### src/sv/fcal_pkg.sv
// Shared types and constants for the fault confirm and alert limiter.
package fcal_pkg;

  localparam int unsigned LevelW = 17;
  localparam int unsigned TimeW  = 32;
  localparam int unsigned EventW = 2;
  localparam int unsigned AddrW  = 5;
  localparam int unsigned DataW  = 32;

  typedef logic [LevelW-1:0] level_t;
  typedef logic [TimeW-1:0]  time_t;
  typedef logic [EventW-1:0] event_t;

  // Event codes carried on the result channel.
  localparam event_t EvNone   = 2'd0;
  localparam event_t EvShort  = 2'd1;
  localparam event_t EvOutage = 2'd2;

  // Register indexes (word address divided by four).
  localparam logic [2:0] RegShortCurrThr  = 3'd0;
  localparam logic [2:0] RegShortVoltCol  = 3'd1;
  localparam logic [2:0] RegOutVoltThr    = 3'd2;
  localparam logic [2:0] RegOutCurrMax    = 3'd3;
  localparam logic [2:0] RegShortConfirm  = 3'd4;
  localparam logic [2:0] RegOutConfirm    = 3'd5;
  localparam logic [2:0] RegShortCooldown = 3'd6;
  localparam logic [2:0] RegOutCooldown   = 3'd7;

  // Reset values of the registers.
  localparam level_t RstShortCurrThr  = 17'd15000;
  localparam level_t RstShortVoltCol  = 17'd11000;
  localparam level_t RstOutVoltThr    = 17'd3000;
  localparam level_t RstOutCurrMax    = 17'd5000;
  localparam time_t  RstShortConfirm  = 32'd100;
  localparam time_t  RstOutConfirm    = 32'd3000;
  localparam time_t  RstShortCooldown = 32'd120000;
  localparam time_t  RstOutCooldown   = 32'd300000;

  // Timing settings of one fault channel.
  typedef struct packed {
    time_t confirm_ms;
    time_t cooldown_ms;
  } chan_cfg_t;

endpackage

### src/sv/fcal_chan.sv
// One fault channel: confirm timer and repeat limiter.
module fcal_chan (
  input  logic                clk,
  input  logic                rst_n,
  input  logic                step,
  input  logic                cond,
  input  fcal_pkg::time_t     now,
  input  fcal_pkg::chan_cfg_t cfg,
  output logic                fire
);

  logic            pending_r, pending_nxt;
  logic            alerted_r, alerted_nxt;
  fcal_pkg::time_t start_r, start_nxt;
  fcal_pkg::time_t last_r, last_nxt;
  fcal_pkg::time_t since_start;
  fcal_pkg::time_t since_last;

  // A fresh condition starts timing at the present sample.
  assign start_nxt   = pending_r ? start_r : now;
  assign since_start = now - start_nxt;
  assign since_last  = now - last_r;

  assign fire = cond && (since_start >= cfg.confirm_ms) &&
                (!alerted_r || (since_last >= cfg.cooldown_ms));

  assign pending_nxt = cond;
  assign alerted_nxt = cond && (alerted_r || fire);
  assign last_nxt    = fire ? now : last_r;

  always_ff @(posedge clk) begin
    if (!rst_n) begin
      pending_r <= 1'b0;
      alerted_r <= 1'b0;
      start_r   <= '0;
      last_r    <= '0;
    end else if (step) begin
      pending_r <= pending_nxt;
      alerted_r <= alerted_nxt;
      if (cond) begin
        start_r <= start_nxt;
      end
      last_r <= last_nxt;
    end
  end

endmodule

### src/sv/fault_confirm_and_alert_limiter_core.sv
// Fault confirm and alert limiter.
// Input channel: one word per calibrated sample (in_voltage_cv in 0.01 V,
// in_current_ma in mA, in_time_ms a wrapping millisecond timestamp), moved
// by in_valid and in_stall. Result channel: one word per sample with the
// event code and both raw fault conditions, moved by out_valid and out_stall.
// A sample is first captured in an input register; once the output register
// can load, the conditions and both channel timers are evaluated from that
// register and the result lands in the output register, which raises out_valid.
// One sample is accepted per cycle when the receiver keeps up; the limit is
// the single evaluation stage, which updates the channel state as it loads
// the output register.
// When out_stall is high the output word holds; the input register may still
// fill, and in_stall rises only once both registers are full.
// Thresholds (17 bits) and times (32 bits) are written over the APB port, one
// register per word address; reads return the stored value. Writes are meant
// for idle periods only.
// Reset (synchronous, active low) empties both registers, clears the pending
// and alerted marks and returns every setting to its default.
module fault_confirm_and_alert_limiter_core (
  input  logic                          clk,
  input  logic                          rst_n,
  input  logic                          in_valid,
  output logic                          in_stall,
  input  fcal_pkg::level_t              in_voltage_cv,
  input  fcal_pkg::level_t              in_current_ma,
  input  fcal_pkg::time_t               in_time_ms,
  output logic                          out_valid,
  input  logic                          out_stall,
  output fcal_pkg::event_t              out_fault_event,
  output logic                          out_short_condition,
  output logic                          out_outage_condition,
  input  logic                          psel,
  input  logic                          penable,
  input  logic                          pwrite,
  input  logic [fcal_pkg::AddrW-1:0]    paddr,
  input  logic [fcal_pkg::DataW-1:0]    pwdata,
  output logic [fcal_pkg::DataW-1:0]    prdata,
  output logic                          pready
);

  // Settings registers.
  fcal_pkg::level_t short_curr_thr_r, short_volt_col_r;
  fcal_pkg::level_t out_volt_thr_r, out_curr_max_r;
  fcal_pkg::time_t  short_confirm_r, out_confirm_r;
  fcal_pkg::time_t  short_cooldown_r, out_cooldown_r;

  logic       cfg_wr;
  logic [2:0] cfg_idx;

  assign pready  = 1'b1;
  assign cfg_wr  = psel && penable && pwrite;
  assign cfg_idx = paddr[4:2];

  always_ff @(posedge clk) begin
    if (!rst_n) begin
      short_curr_thr_r <= fcal_pkg::RstShortCurrThr;
      short_volt_col_r <= fcal_pkg::RstShortVoltCol;
      out_volt_thr_r   <= fcal_pkg::RstOutVoltThr;
      out_curr_max_r   <= fcal_pkg::RstOutCurrMax;
      short_confirm_r  <= fcal_pkg::RstShortConfirm;
      out_confirm_r    <= fcal_pkg::RstOutConfirm;
      short_cooldown_r <= fcal_pkg::RstShortCooldown;
      out_cooldown_r   <= fcal_pkg::RstOutCooldown;
    end else if (cfg_wr) begin
      case (cfg_idx)
        fcal_pkg::RegShortCurrThr:  short_curr_thr_r <= pwdata[fcal_pkg::LevelW-1:0];
        fcal_pkg::RegShortVoltCol:  short_volt_col_r <= pwdata[fcal_pkg::LevelW-1:0];
        fcal_pkg::RegOutVoltThr:    out_volt_thr_r   <= pwdata[fcal_pkg::LevelW-1:0];
        fcal_pkg::RegOutCurrMax:    out_curr_max_r   <= pwdata[fcal_pkg::LevelW-1:0];
        fcal_pkg::RegShortConfirm:  short_confirm_r  <= pwdata;
        fcal_pkg::RegOutConfirm:    out_confirm_r    <= pwdata;
        fcal_pkg::RegShortCooldown: short_cooldown_r <= pwdata;
        fcal_pkg::RegOutCooldown:   out_cooldown_r   <= pwdata;
        default: ;
      endcase
    end
  end

  // Read data: narrow registers are zero-extended.
  always_comb begin
    case (cfg_idx)
      fcal_pkg::RegShortCurrThr:  prdata = {15'd0, short_curr_thr_r};
      fcal_pkg::RegShortVoltCol:  prdata = {15'd0, short_volt_col_r};
      fcal_pkg::RegOutVoltThr:    prdata = {15'd0, out_volt_thr_r};
      fcal_pkg::RegOutCurrMax:    prdata = {15'd0, out_curr_max_r};
      fcal_pkg::RegShortConfirm:  prdata = short_confirm_r;
      fcal_pkg::RegOutConfirm:    prdata = out_confirm_r;
      fcal_pkg::RegShortCooldown: prdata = short_cooldown_r;
      fcal_pkg::RegOutCooldown:   prdata = out_cooldown_r;
      default:                    prdata = '0;
    endcase
  end

  // Input register.
  logic             s1_valid_r;
  fcal_pkg::level_t s1_volt_r, s1_curr_r;
  fcal_pkg::time_t  s1_time_r;

  // Output register.
  logic             out_valid_r;
  fcal_pkg::event_t out_event_r;
  logic             out_short_r, out_outage_r;

  logic s1_move;   // the sample in the input register is evaluated this cycle
  logic in_take;   // a new word is accepted this cycle

  // The output register can load when it is empty or being drained.
  assign s1_move  = s1_valid_r && (!out_valid_r || !out_stall);
  assign in_stall = s1_valid_r && !s1_move;
  assign in_take  = in_valid && !in_stall;

  always_ff @(posedge clk) begin
    if (!rst_n) begin
      s1_valid_r <= 1'b0;
    end else begin
      if (in_take) begin
        s1_valid_r <= 1'b1;
      end else if (s1_move) begin
        s1_valid_r <= 1'b0;
      end
    end
  end

  always_ff @(posedge clk) begin
    if (in_take) begin
      s1_volt_r <= in_voltage_cv;
      s1_curr_r <= in_current_ma;
      s1_time_r <= in_time_ms;
    end
  end

  // Raw conditions. An outage never coincides with a short.
  logic sc_cond, po_cond;
  assign sc_cond = (s1_curr_r >= short_curr_thr_r) && (s1_volt_r <= short_volt_col_r);
  assign po_cond = (s1_volt_r <= out_volt_thr_r) && (s1_curr_r <= out_curr_max_r) &&
                   !sc_cond;

  fcal_pkg::chan_cfg_t short_cfg, outage_cfg;
  assign short_cfg  = '{confirm_ms: short_confirm_r, cooldown_ms: short_cooldown_r};
  assign outage_cfg = '{confirm_ms: out_confirm_r, cooldown_ms: out_cooldown_r};

  logic short_fire, outage_fire;

  fcal_chan u_short (
    .clk   (clk),
    .rst_n (rst_n),
    .step  (s1_move),
    .cond  (sc_cond),
    .now   (s1_time_r),
    .cfg   (short_cfg),
    .fire  (short_fire)
  );

  fcal_chan u_outage (
    .clk   (clk),
    .rst_n (rst_n),
    .step  (s1_move),
    .cond  (po_cond),
    .now   (s1_time_r),
    .cfg   (outage_cfg),
    .fire  (outage_fire)
  );

  fcal_pkg::event_t event_nxt;
  always_comb begin
    if (outage_fire) begin
      event_nxt = fcal_pkg::EvOutage;
    end else if (short_fire) begin
      event_nxt = fcal_pkg::EvShort;
    end else begin
      event_nxt = fcal_pkg::EvNone;
    end
  end

  always_ff @(posedge clk) begin
    if (!rst_n) begin
      out_valid_r <= 1'b0;
    end else if (s1_move) begin
      out_valid_r <= 1'b1;
    end else if (!out_stall) begin
      out_valid_r <= 1'b0;
    end
  end

  always_ff @(posedge clk) begin
    if (s1_move) begin
      out_event_r  <= event_nxt;
      out_short_r  <= sc_cond;
      out_outage_r <= po_cond;
    end
  end

  assign out_valid            = out_valid_r;
  assign out_fault_event      = out_event_r;
  assign out_short_condition  = out_short_r;
  assign out_outage_condition = out_outage_r;

endmodule

### config.mk
export PLATFORM = sky130hd
export DESIGN_NAME = fault_confirm_and_alert_limiter_core
export DESIGN_NICKNAME = d
export VERILOG_FILES = /design/src/sv/fcal_pkg.sv /design/src/sv/fcal_chan.sv /design/src/sv/fault_confirm_and_alert_limiter_core.sv
export SDC_FILE = /design/constraint.sdc
export NUM_CORES = 1
export LEC_CHECK = 0
export BUFFER_PORTS_ARGS = -buffer_cell sky130_fd_sc_hd__buf_4
export CAP_MARGIN = 0
export CORE_MARGIN = 1
export CORE_UTILIZATION = 55
export CTS_BUF_LIST = sky130_fd_sc_hd__clkbuf_16
export DETAILED_ROUTE_END_ITERATION = 10
export GPL_TIMING_DRIVEN = 1
export PLACE_DENSITY = 0.75
export SLEW_MARGIN = 20
export SYNTH_ARGS = -nofsm -noshare
export SYNTH_HDL_FRONTEND = slang
export SYNTH_HIERARCHICAL = 1
export SYNTH_SLANG_ARGS = --single-unit
export TNS_END_PERCENT = 30
### constraint.sdc
create_clock -name clk -period 5.3 [get_ports clk]
set_clock_uncertainty 0.15 [all_clocks]
set_input_delay 0.795 -clock clk [delete_from_list [all_inputs] [get_ports clk]]
set_output_delay 0.795 -clock clk [all_outputs]
set_load 0.05 [all_outputs]
Yosys cells after proc, flatten, opt, wreduce, memory -nomap -nowiden:

Index checks and enable logic that the tools add are counted.

* register bits: 400
* output and inout bits: 39
* input bits: 110

* reductions and logical operators: 40
* add/subtract/negate cells: 4
* mux-type cells: 8
* equality and inequality tests: 8
* magnitude comparators: 8

Operators by type and width (count)
* $pmux 32 s8: 1
* $ge 32x32->1: 4
* $sub 32x32->32: 4
* $mux 32: 2
* $le 17x17->1: 3
* $reduce_and 2->1: 12
* $ge 17x17->1: 1
* $logic_and 1x1->1: 14
* $eq 3x3->1 const B: 4
* $logic_not 1->1: 7
* $eq 3x2->1 const B: 2
* $logic_or 1x1->1: 5
* $mux 1: 5
* $eq 3x1->1 const B: 1
* $logic_not 3->1: 1
* $ne 2x1->1 const B: 1
* $reduce_bool 2->1: 1

Longest topological paths before layout:

Gate-level depths: netlist of the first run.

* word-level depth: 8
* depth in mapped cells: 25

Cells and area by module:

The synthesis of the first run kept the hierarchy.

By module, submodules not included
* fault_confirm_and_alert_limiter_core: times used 1, area each 12699.7 um^2, sequential area each 6065.8 um^2, cells each 1354
* fcal_chan (u_short): times used 1, area each 7701.1 um^2, sequential area each 1321.3 um^2, cells each 998
* fcal_chan (u_outage): times used 1, area each 7469.7 um^2, sequential area each 1321.3 um^2, cells each 959

Least setup slack after synthesis of the first run:

Ideal clock, no wire load.

* path kind: flip-flop to flip-flop
* start: register u_short.pending_r
* end: register u_short.last_r[1]
* arrival time: 5319 ps
* slack: -241 ps
* library setup time: 72 ps
* cell stages (with the launch flop): 24
* path buffers: 3
* path through: dfxtp_1 clkbuf_1 clkbuf_1 nand2_1 o21ai_1 ha_1 inv_1 fa_1 a211oi_1 nor2_1 a211o_1 o221a_2 o21ai_1 o31a_1 o21ai_1 xor2_1 ha_1 nand3_1 or2_1 nor4_1 a2111oi_4 nor3_2 buf_6 mux2i_1

* longest elaborated chain between the ends: 6

RTL lines
* from (decl): line fcal_chan.sv:12 `logic pending_r, pending_nxt;`
* from (signal assigned): line fcal_chan.sv:38 `pending_r <= pending_nxt;`
* $mux 32: line fcal_chan.sv:20 `assign start_nxt = pending_r ? start_r : now;`
* net u_short.start_nxt[0]: line fcal_chan.sv:14 `fcal_pkg::time_t start_r, start_nxt;`
* $sub 32x32->32: line fcal_chan.sv:21 `assign since_start = now - start_nxt;`
* $ge 32x32->1: line fcal_chan.sv:24 `assign fire = cond && (since_start >= cfg.confirm_ms) &&`
* $logic_and 1x1->1 (2 in series): line fcal_chan.sv:24
* $reduce_and 2->1 (no line)
* to (signal assigned): line fcal_chan.sv:43 `last_r <= last_nxt;`
* to (decl): line fcal_chan.sv:15 `fcal_pkg::time_t last_r, last_nxt;`

The timed path passes the listed nets, and every way through them passes these cells.
A chain may end at the register's enable or synchronous reset.

Worst setup path in the final report of the first run:

* start: register s1_time_r[1]
* end: register u_outage.last_r[3]

* longest elaborated chain between the ends: 6
* elaborated cells between the ends (all ways): 9
* classes of those cells: add/sub: 2; order compare: 2; mux: 1; reduce/logical: 4

RTL lines
* from (decl): line fault_confirm_and_alert_limiter_core.sv:97 `fcal_pkg::time_t s1_time_r;`
* from (signal assigned): line fault_confirm_and_alert_limiter_core.sv:128 `s1_time_r <= in_time_ms;`
* $mux 32: line fcal_chan.sv:20
* $sub 32x32->32: line fcal_chan.sv:21
* $ge 32x32->1: line fcal_chan.sv:24
* $logic_and 1x1->1: line fcal_chan.sv:24
* $logic_and 1x1->1 (*): line fcal_chan.sv:24
* $reduce_and 2->1 (no line) (*)
* to (signal assigned): line fcal_chan.sv:43
* to (decl): line fcal_chan.sv:15

Mark *: on every way between the ends. The rest lies on a longest branch, timed or not.

==> results.json, run 1 <==
{
  "r2r_start": "s1_time_r[1]",
  "drive_gt1_share_pct": 14.3,
  "grt_pass1_vias": 23800,
  "clk_pin_slew_ns": 0.06,
  "cp.depth": 20,
  "rsz0062_at_grt": "true",
  "num_vias": 25100,
  "slowest_stage": "edfxtp_1",
  "clockRootBuffer": "clkbuf_16",
  "p_leak_nw": 13.6,
  "power_mw": 8.58,
  "drc": 0,
  "synth_edf_count": 70,
  "port_buffers": 145,
  "synth_area_um2": 27900,
  "first_pass_iters": 5,
  "critPathBufInv": 3,
  "worst-r2r-setup-slack_ns": -0.003,
  "reg2reg_to": "u_outage/last_r[3]",
  "cp_data_required_time_ns": 5.66,
  "final-hold-violation-count": 0,
  "die_h_um": 227,
  "finalSetupViolations": 2,
  "synth-seq-cells": 400,
  "worst_slack_ns": -0.00269,
  "yosysUniqueCellTypes": 90,
  "cp-startpoint": "s1_time_r[1]",
  "fmax_ghz": 0.189,
  "die_width_um": 227,
  "area_growth_pct": 15.9,
  "critPathLaunchType": "register",
  "finalWirelength_um": 87900,
  "cpMostUsedCell": "ha_1",
  "critPathArrivalTime_ns": 5.66,
  "cts-htree-levels": 2,
  "crit_family": "compound AO/OA/AOI/OAI gates",
  "status": "finished, violations left",
  "final_cells": 4190,
  "worst_r2r_path_depth": 20,
  "antenna_left": 0,
  "drt-initial-drc-count": 2240,
  "holdBufCountCts": 0,
  "start_util_pct": 55.7,
  "use_met2_pct": 54.2,
  "antenna_found_initial": 1,
  "utilization_pct": 64.5,
  "tritoncts": "built",
  "avgRoutedWirePerCell_um": 21.0,
  "via_per_inst": 6.00,
  "slew_headroom_pct": 30.8,
  "max_stage_delay_ns": 0.41,
  "failed_checks": "setup timing",
  "fp-row-count": 82,
  "grtUsageTotal_pct": 33.2,
  "met3_usage_pct": 4.90,
  "clock_latency_ns": 0.61,
  "clock_sinks": 400,
  "crit_chain": "ha_1 > nor2b_1 > o31a_1 > o41a_1 > a311o_1 > a211o_2 > a221oi_4 > buf_6 > o31ai_1 > xnor2_1 > ha_1 > nand2_1 > nor4_2 > buf_4 > a41oi_4 > a41oi_2 > or2_4 > and3_4 > buf_12 > mux2i_1",
  "post-route-period-util_pct": 100,
  "clk_path_buf_depth": 3,
  "io_pins": 149,
  "async_flop_share_pct": 0,
  "ys_seq_area_share_pct": 31.2,
  "crit_path_end_kind": "register",
  "busiest_layer": "met2",
  "worstMarginPinSlew_ns": 1.04,
  "dp_hpwl_um": 64600,
  "pre_cts_slack_ns": -0.213,
  "core_area_um2": 50100,
  "peakVddDrop_mv": 0.222,
  "dieArea_um2": 51600,
  "p_per_area_nw_per_um2": 265,
  "synth_warnings": 6,
  "numPlacedInstances": 4067,
  "postSynthNetCount": 3747,
  "met1_usage_pct": 41.8,
  "cp_max_fo": 6,
  "maxSlewViolCount": 0,
  "hp-class": "in2reg",
  "globalRouteOverflowTotal": 0,
  "grt_pass1_wl_um": 132000,
  "setup_tns_ns": -0.00448,
  "criticalPathCategory": "reg2reg",
  "routabilityCongestion": 1.03,
  "grt_max_degree": 169,
  "numCtsBuffers": 47,
  "final_net_count": 3913,
  "maxCapViolCount": 0,
  "synth_area_per_cell_um2": 8.42,
  "timing.critical_path.to": "u_outage/last_r[3]",
  "finalCriticalPeriod_ns": 5.30,
  "syn_inst": 3311,
  "synth-main-ff-cell": "dfxtp_1"
}
kinds of logic after synthesis:
logic type | share of synthesized area (%)
simple gates | 16.7
mux | 7.11
other cells | 0.0135
xor+xnor | 3.43
buf+inv | 6.90
flops | 31.2
compound gates | 19.8
fa+ha+maj | 14.7
placed cells by master (no fill, tap or decap), types with 27 or more instances in the layout:
cell	synthesis	final
nand2_1	659	658
o211ai_1	43	43
a21oi_1	190	176
o211a_1	61	61
clkbuf_16	0	51
nand2b_1	27	27
mux2i_1	144	133
dfxtp_1	330	328
a21o_1	71	71
nand3_1	70	67
ha_1	322	309
edfxtp_1	70	70
xnor2_1	71	66
o21ai_0	75	67
buf_4	22	258
xor2_1	38	38
nand4_1	42	42
a21boi_0	119	118
inv_1	293	303
nor2_1	113	112
a21boi_1	31	32
per-stage QoR:
step | cell area (µm²) | hold slack (ns)
2_1_floorplan | 27900 | 0.285
3_3_place_gp | 29900 | 0.291
3_5_place_dp | 29900 | 0.296
4_1_cts | 31600 | 0.189
5_1_grt | 32300 | 0.188
6_report | 32300 | 0.204
power breakdown:
| group | switching, mW | internal, mW | leakage [nW] |
|---|---|---|---|
| clock network | 1.38 | 1.84 | 0.790 |
| logic | 1.24 | 0.891 | 9.50 |
| registers | 0.0653 | 3.17 | 3.35 |
| total | 2.68 | 5.90 | 13.6 |
timing repair:
action | in CTS | in global routing
gates resized for setup | 32 | 95
gates cloned | 1 | 3
endpoints found under the setup margin | 59 | 66
pin swaps | 5 | 26
setup buffers | 0 | 28
registers in the layout, summed over array words and instances (netlist names), 2 cells and up:
register	count
short_confirm_r	32
short_cooldown_r	32
out_confirm_r	32
u_short/start_r	32
u_outage/last_r	32
out_fault_event	2
s1_curr_r	17
out_cooldown_r	32
u_short/last_r	32
u_outage/start_r	32
short_curr_thr_r	17
out_curr_max_r	17
short_volt_col_r	17
s1_time_r	32
s1_volt_r	17
out_volt_thr_r	17
synthesized netlist by cell type, types with 12 or more instances:
library cell / count / share of area, %
dfxtp_1: 330 / 24
or3_1: 12 / 0.27
inv_1: 293 / 3.9
and2_1: 23 / 0.52
nand2b_1: 27 / 0.61
o21ai_0: 75 / 1.3
nor3_1: 24 / 0.43
nand2_1: 659 / 8.9
clkbuf_1: 80 / 1.1
o21a_1: 19 / 0.51
nand3_1: 70 / 1.3
a21oi_1: 190 / 3.4
buf_2: 47 / 0.84
a211oi_1: 15 / 0.40
a21o_1: 71 / 1.9
o21ai_1: 24 / 0.43
a21boi_0: 119 / 3.2
nand4_1: 42 / 0.94
o211a_1: 61 / 2.2
o211ai_1: 43 / 1.2
mux2i_1: 144 / 5.2
xnor2_1: 71 / 2.2
buf_4: 22 / 0.59
xor2_1: 38 / 1.2
o21bai_1: 19 / 0.51
nor2b_1: 19 / 0.43
and3_1: 12 / 0.27
mux4_2: 22 / 1.8
ha_1: 322 / 14
edfxtp_1: 70 / 7.5
a21boi_1: 31 / 0.84
a221oi_1: 21 / 0.66
nor2_1: 113 / 1.5
worst min path at each step:
stage / from / endpoint / slack, ns / depth (start not counted)
CTS: in_voltage_cv[16] / s1_volt_r[16] / 0.19 / 1
global route: in_current_ma[13] / s1_curr_r[13] / 0.19 / 1
finish: in_current_ma[14] / s1_curr_r[14] / 0.20 / 1
detailed placement: out_curr_max_r[10] / out_curr_max_r[10] / 0.30 / 2
global placement: out_curr_max_r[10] / out_curr_max_r[10] / 0.29 / 2
floorplan: u_outage/last_r[10] / u_outage/last_r[10] / 0.28 / 2
layout make-up:
cell class | instances | area, µm²
flip-flops and latches | 400 | 8720
fillers | 4197 | 17800
well taps | 672 | 841
repair buffers | 281 | 2340
clock inverters | 38 | 304
multi-input cells | 2453 | 17800
clock buffers | 48 | 1200
inverters | 294 | 1100
diodes | 4 | 10.0
routing by layer:
layer,up-vias,share of wire [%]
met2,916,46
met4,0,6.1
li1,11900,-
met5,-,0
met1,12100,41
met3,221,6.5
(Power assumes the default switching activity.)
==> inputs of run 2 (changes only) <==
==> constraint.sdc (replaced) <==
create_clock -name clk -period 5.3 [get_ports clk]
set_clock_uncertainty 0.15 [all_clocks]
set_input_delay 0 -clock clk [delete_from_list [all_inputs] [get_ports clk]]
set_output_delay 0 -clock clk [all_outputs]
set_load 0.05 [all_outputs]
==> run 2 against run 1 <==
  * The run still ends with setup timing left
  * Final cell count increased by 2.8%
  * First-iteration DRC count grew 14%
  * Cell area grew 2.8%
  * Critical path depth is 1 lower
  * Utilization increased by 1.8 points
  * Clock-buffer cell count is the same
  * Fmax fell by 3.7%
  * Worst hold slack got worse by 0.17 ns
  * Die area is the same
  * Clock power is 6.5% lower
  * Routed wire length up 2.3%
  * Global-route usage grew 0.83 points
==> results.json, run 2 (same netlist as run 1, synthesis figures left out) <==
{
  "p_clk_share_pct": 35.9,
  "clock_sinks": 400,
  "max_stage_delay_ns": 0.53,
  "avgRoutedWirePerCell_um": 20.9,
  "p_leak_nw": 14.0,
  "slowest_stage": "or4_4",
  "combPwrFrac_pct": 25.3,
  "port_buffers": 145,
  "finalCriticalPeriod_ns": 5.51,
  "peakVddDrop_mv": 0.242,
  "cp_data_required_time_ns": 5.67,
  "r2r_start": "s1_time_r[1]",
  "maxSlewViolCount": 0,
  "p_per_area_nw_per_um2": 252,
  "drt-initial-drc-count": 2557,
  "die_width_um": 227,
  "clk_path_buf_depth": 3,
  "grt_max_degree": 175,
  "clock_latency_ns": 0.62,
  "clk_pin_slew_ns": 0.06,
  "antenna_found_initial": 1,
  "numCtsBuffers": 46,
  "multi_input_area_um2": 17500,
  "min_from": "in_time_ms[0]",
  "via_per_inst": 5.94,
  "failed_checks": "setup timing",
  "pre_cts_slack_ns": -0.0747,
  "min_path_cells": 2,
  "worst_slack_ns": -0.205,
  "dieArea_um2": 51600,
  "antenna_left": 0,
  "dp_hpwl_um": 65000,
  "fmax_ghz": 0.182,
  "clockRootBuffer": "clkbuf_16",
  "place_area_um2": 29600,
  "fin_area_um2": 33200,
  "finalWirelength_um": 89900,
  "p_sw_share_pct": 31.6,
  "area_growth_pct": 19.2,
  "grt_pass1_wl_um": 135000,
  "start_util_pct": 55.7,
  "cts-htree-levels": 2,
  "drc": 0,
  "critPathArrivalTime_ns": 5.88,
  "grt_pass1_vias": 24000,
  "core_area_um2": 50100,
  "worstMarginPinSlew_ns": 1.10,
  "finalSetupViolations": 33,
  "slew_headroom_pct": 26.2,
  "cp_max_fo": 6,
  "mostFrequentLayoutCell": "nand2_1",
  "worst-r2r-setup-slack_ns": -0.21,
  "first_pass_iters": 8,
  "numPlacedInstances": 4024,
  "final_cells": 4306,
  "hp-class": "in2reg",
  "switching_power_mw": 2.64,
  "globalRouteOverflowTotal": 0,
  "die_h_um": 227,
  "num_vias": 25600,
  "maxCapViolCount": 0,
  "routabilityCongestion": 0.980,
  "grtUsageTotal_pct": 34.0,
  "num-fill-cells": 4207,
  "worst_r2r_path_depth": 19,
  "layout.area.seq_um2": 8710,
  "tritoncts": "built",
  "io_pins": 149,
  "post-route-period-util_pct": 104,
  "p_int_mw": 5.72,
  "final-hold-violation-count": 0,
  "critPathLaunchType": "register",
  "reg2reg_to": "u_outage/last_r[14]",
  "crit_chain": "ha_4 > nor2b_4 > o31a_1 > o41a_1 > a311o_1 > a211o_4 > a221oi_4 > buf_6 > buf_12 > o31ai_1 > xnor2_1 > ha_1 > nand2_2 > or4_4 > a31oi_4 > or2_4 > and3_4 > clkbuf_16 > mux2i_1",
  "fp-row-count": 82,
  "setup_tns_ns": -5.26,
  "criticalPathCategory": "reg2reg",
  "hold_end": "s1_time_r[0]",
  "rsz0062_at_grt": "true",
  "crit_path_end_kind": "register",
  "p_seq_share_pct": 38.8,
  "drive_gt1_share_pct": 10.5,
  "final_net_count": 4031,
  "layout_common_cells": "657 x nand2_1, 327 x dfxtp_1, 318 x ha_1",
  "status": "finished, violations left"
}
-- run 2: cell types whose count changed in the layout (fill, tap and decap cells not counted), moves of 6 or more --
| cell | delta |
|---|---|
| a21oi_1 | +12 |
| a21oi_2 | -12 |
| buf_4 | -56 |
| dlygate4sd3_1 | +181 |
| ha_1 | +9 |
| ha_2 | -7 |
| mux2i_1 | +7 |
| o21ai_0 | +6 |
| o21ai_2 | -6 |
-- run 2: critical path: cells and delay by family, from the launching register on --
kind                     cells  cell delay, ns
AO/OA/AOI/OAI                7            2.25
AND/OR/NAND/NOR              5            1.22
adder cells (fa/ha/maj)      2            0.55
buffers and inverters        3            0.49
flip-flops                   1            0.43
multiplexers                 1            0.19
XOR/XNOR                     1            0.15
-- run 2: worst max-delay path by stage --
stage                                  start             endpoint  slack (ns)  depth (start not counted)
after floorplan           u_outage/pending_r   u_outage/last_r[0]       0.003                         21
after global placement          s1_time_r[1]   u_outage/last_r[1]        0.08                         19
after detailed placement        s1_time_r[0]   u_outage/last_r[8]       -0.07                         22
after CTS                       s1_time_r[1]  u_outage/last_r[13]       -0.08                         19
after global routing      u_outage/pending_r  u_outage/last_r[22]       -0.33                         20
final                           s1_time_r[1]  u_outage/last_r[14]       -0.21                         19
-- run 2: cell type report --
class / instances / area share [%]
multi-input combinational: 2453 / 52.7
sequential: 400 / 26.2
timing repair buffer: 400 / 11.0
clock buffer: 48 / 3.62
inverter: 294 / 3.33
tap: 672 / 2.53
clock inverter: 38 / 0.625
antenna: 1 / 0.00754
-- run 2: what timing repair did --
item / CTS / global route
pin swaps: 3 / 21
endpoints found under the setup margin: 32 / 67
cloned: 1 / 3
hold buffers: 181 / 0
endpoints found under the hold margin: 397 / 0
setup buffers: 1 / 8
gates resized for setup: 4 / 46
-- run 2: metrics by stage --
step	power [mW]	util (%)	hold WS, ns
after floorplan	4.61	-	-0.0511
after global placement	5.15	59.0	0.0281
after detailed placement	5.22	59.0	0.0293
after CTS	8.32	65.6	0.0115
after global routing	8.71	66.3	0.0310
final	8.36	66.3	0.0361
-- run 2: power by group through the flow --
stage,combinational [mW],sequential (mW),clock [mW]
floorplan,1.32,3.29,0
global placement,1.85,3.30,0
detailed placement,1.91,3.31,0
CTS,2.03,3.24,3.05
global route,2.29,3.25,3.17
finish,2.11,3.24,3.01
-- run 2: metal layers --
layer | share of wire [%] | global-route usage, %
met5 | 0 | 0
met4 | 5.0 | 16.6
met3 | 7.1 | 4.89
met2 | 47 | 57.0
met1 | 41 | 42.8
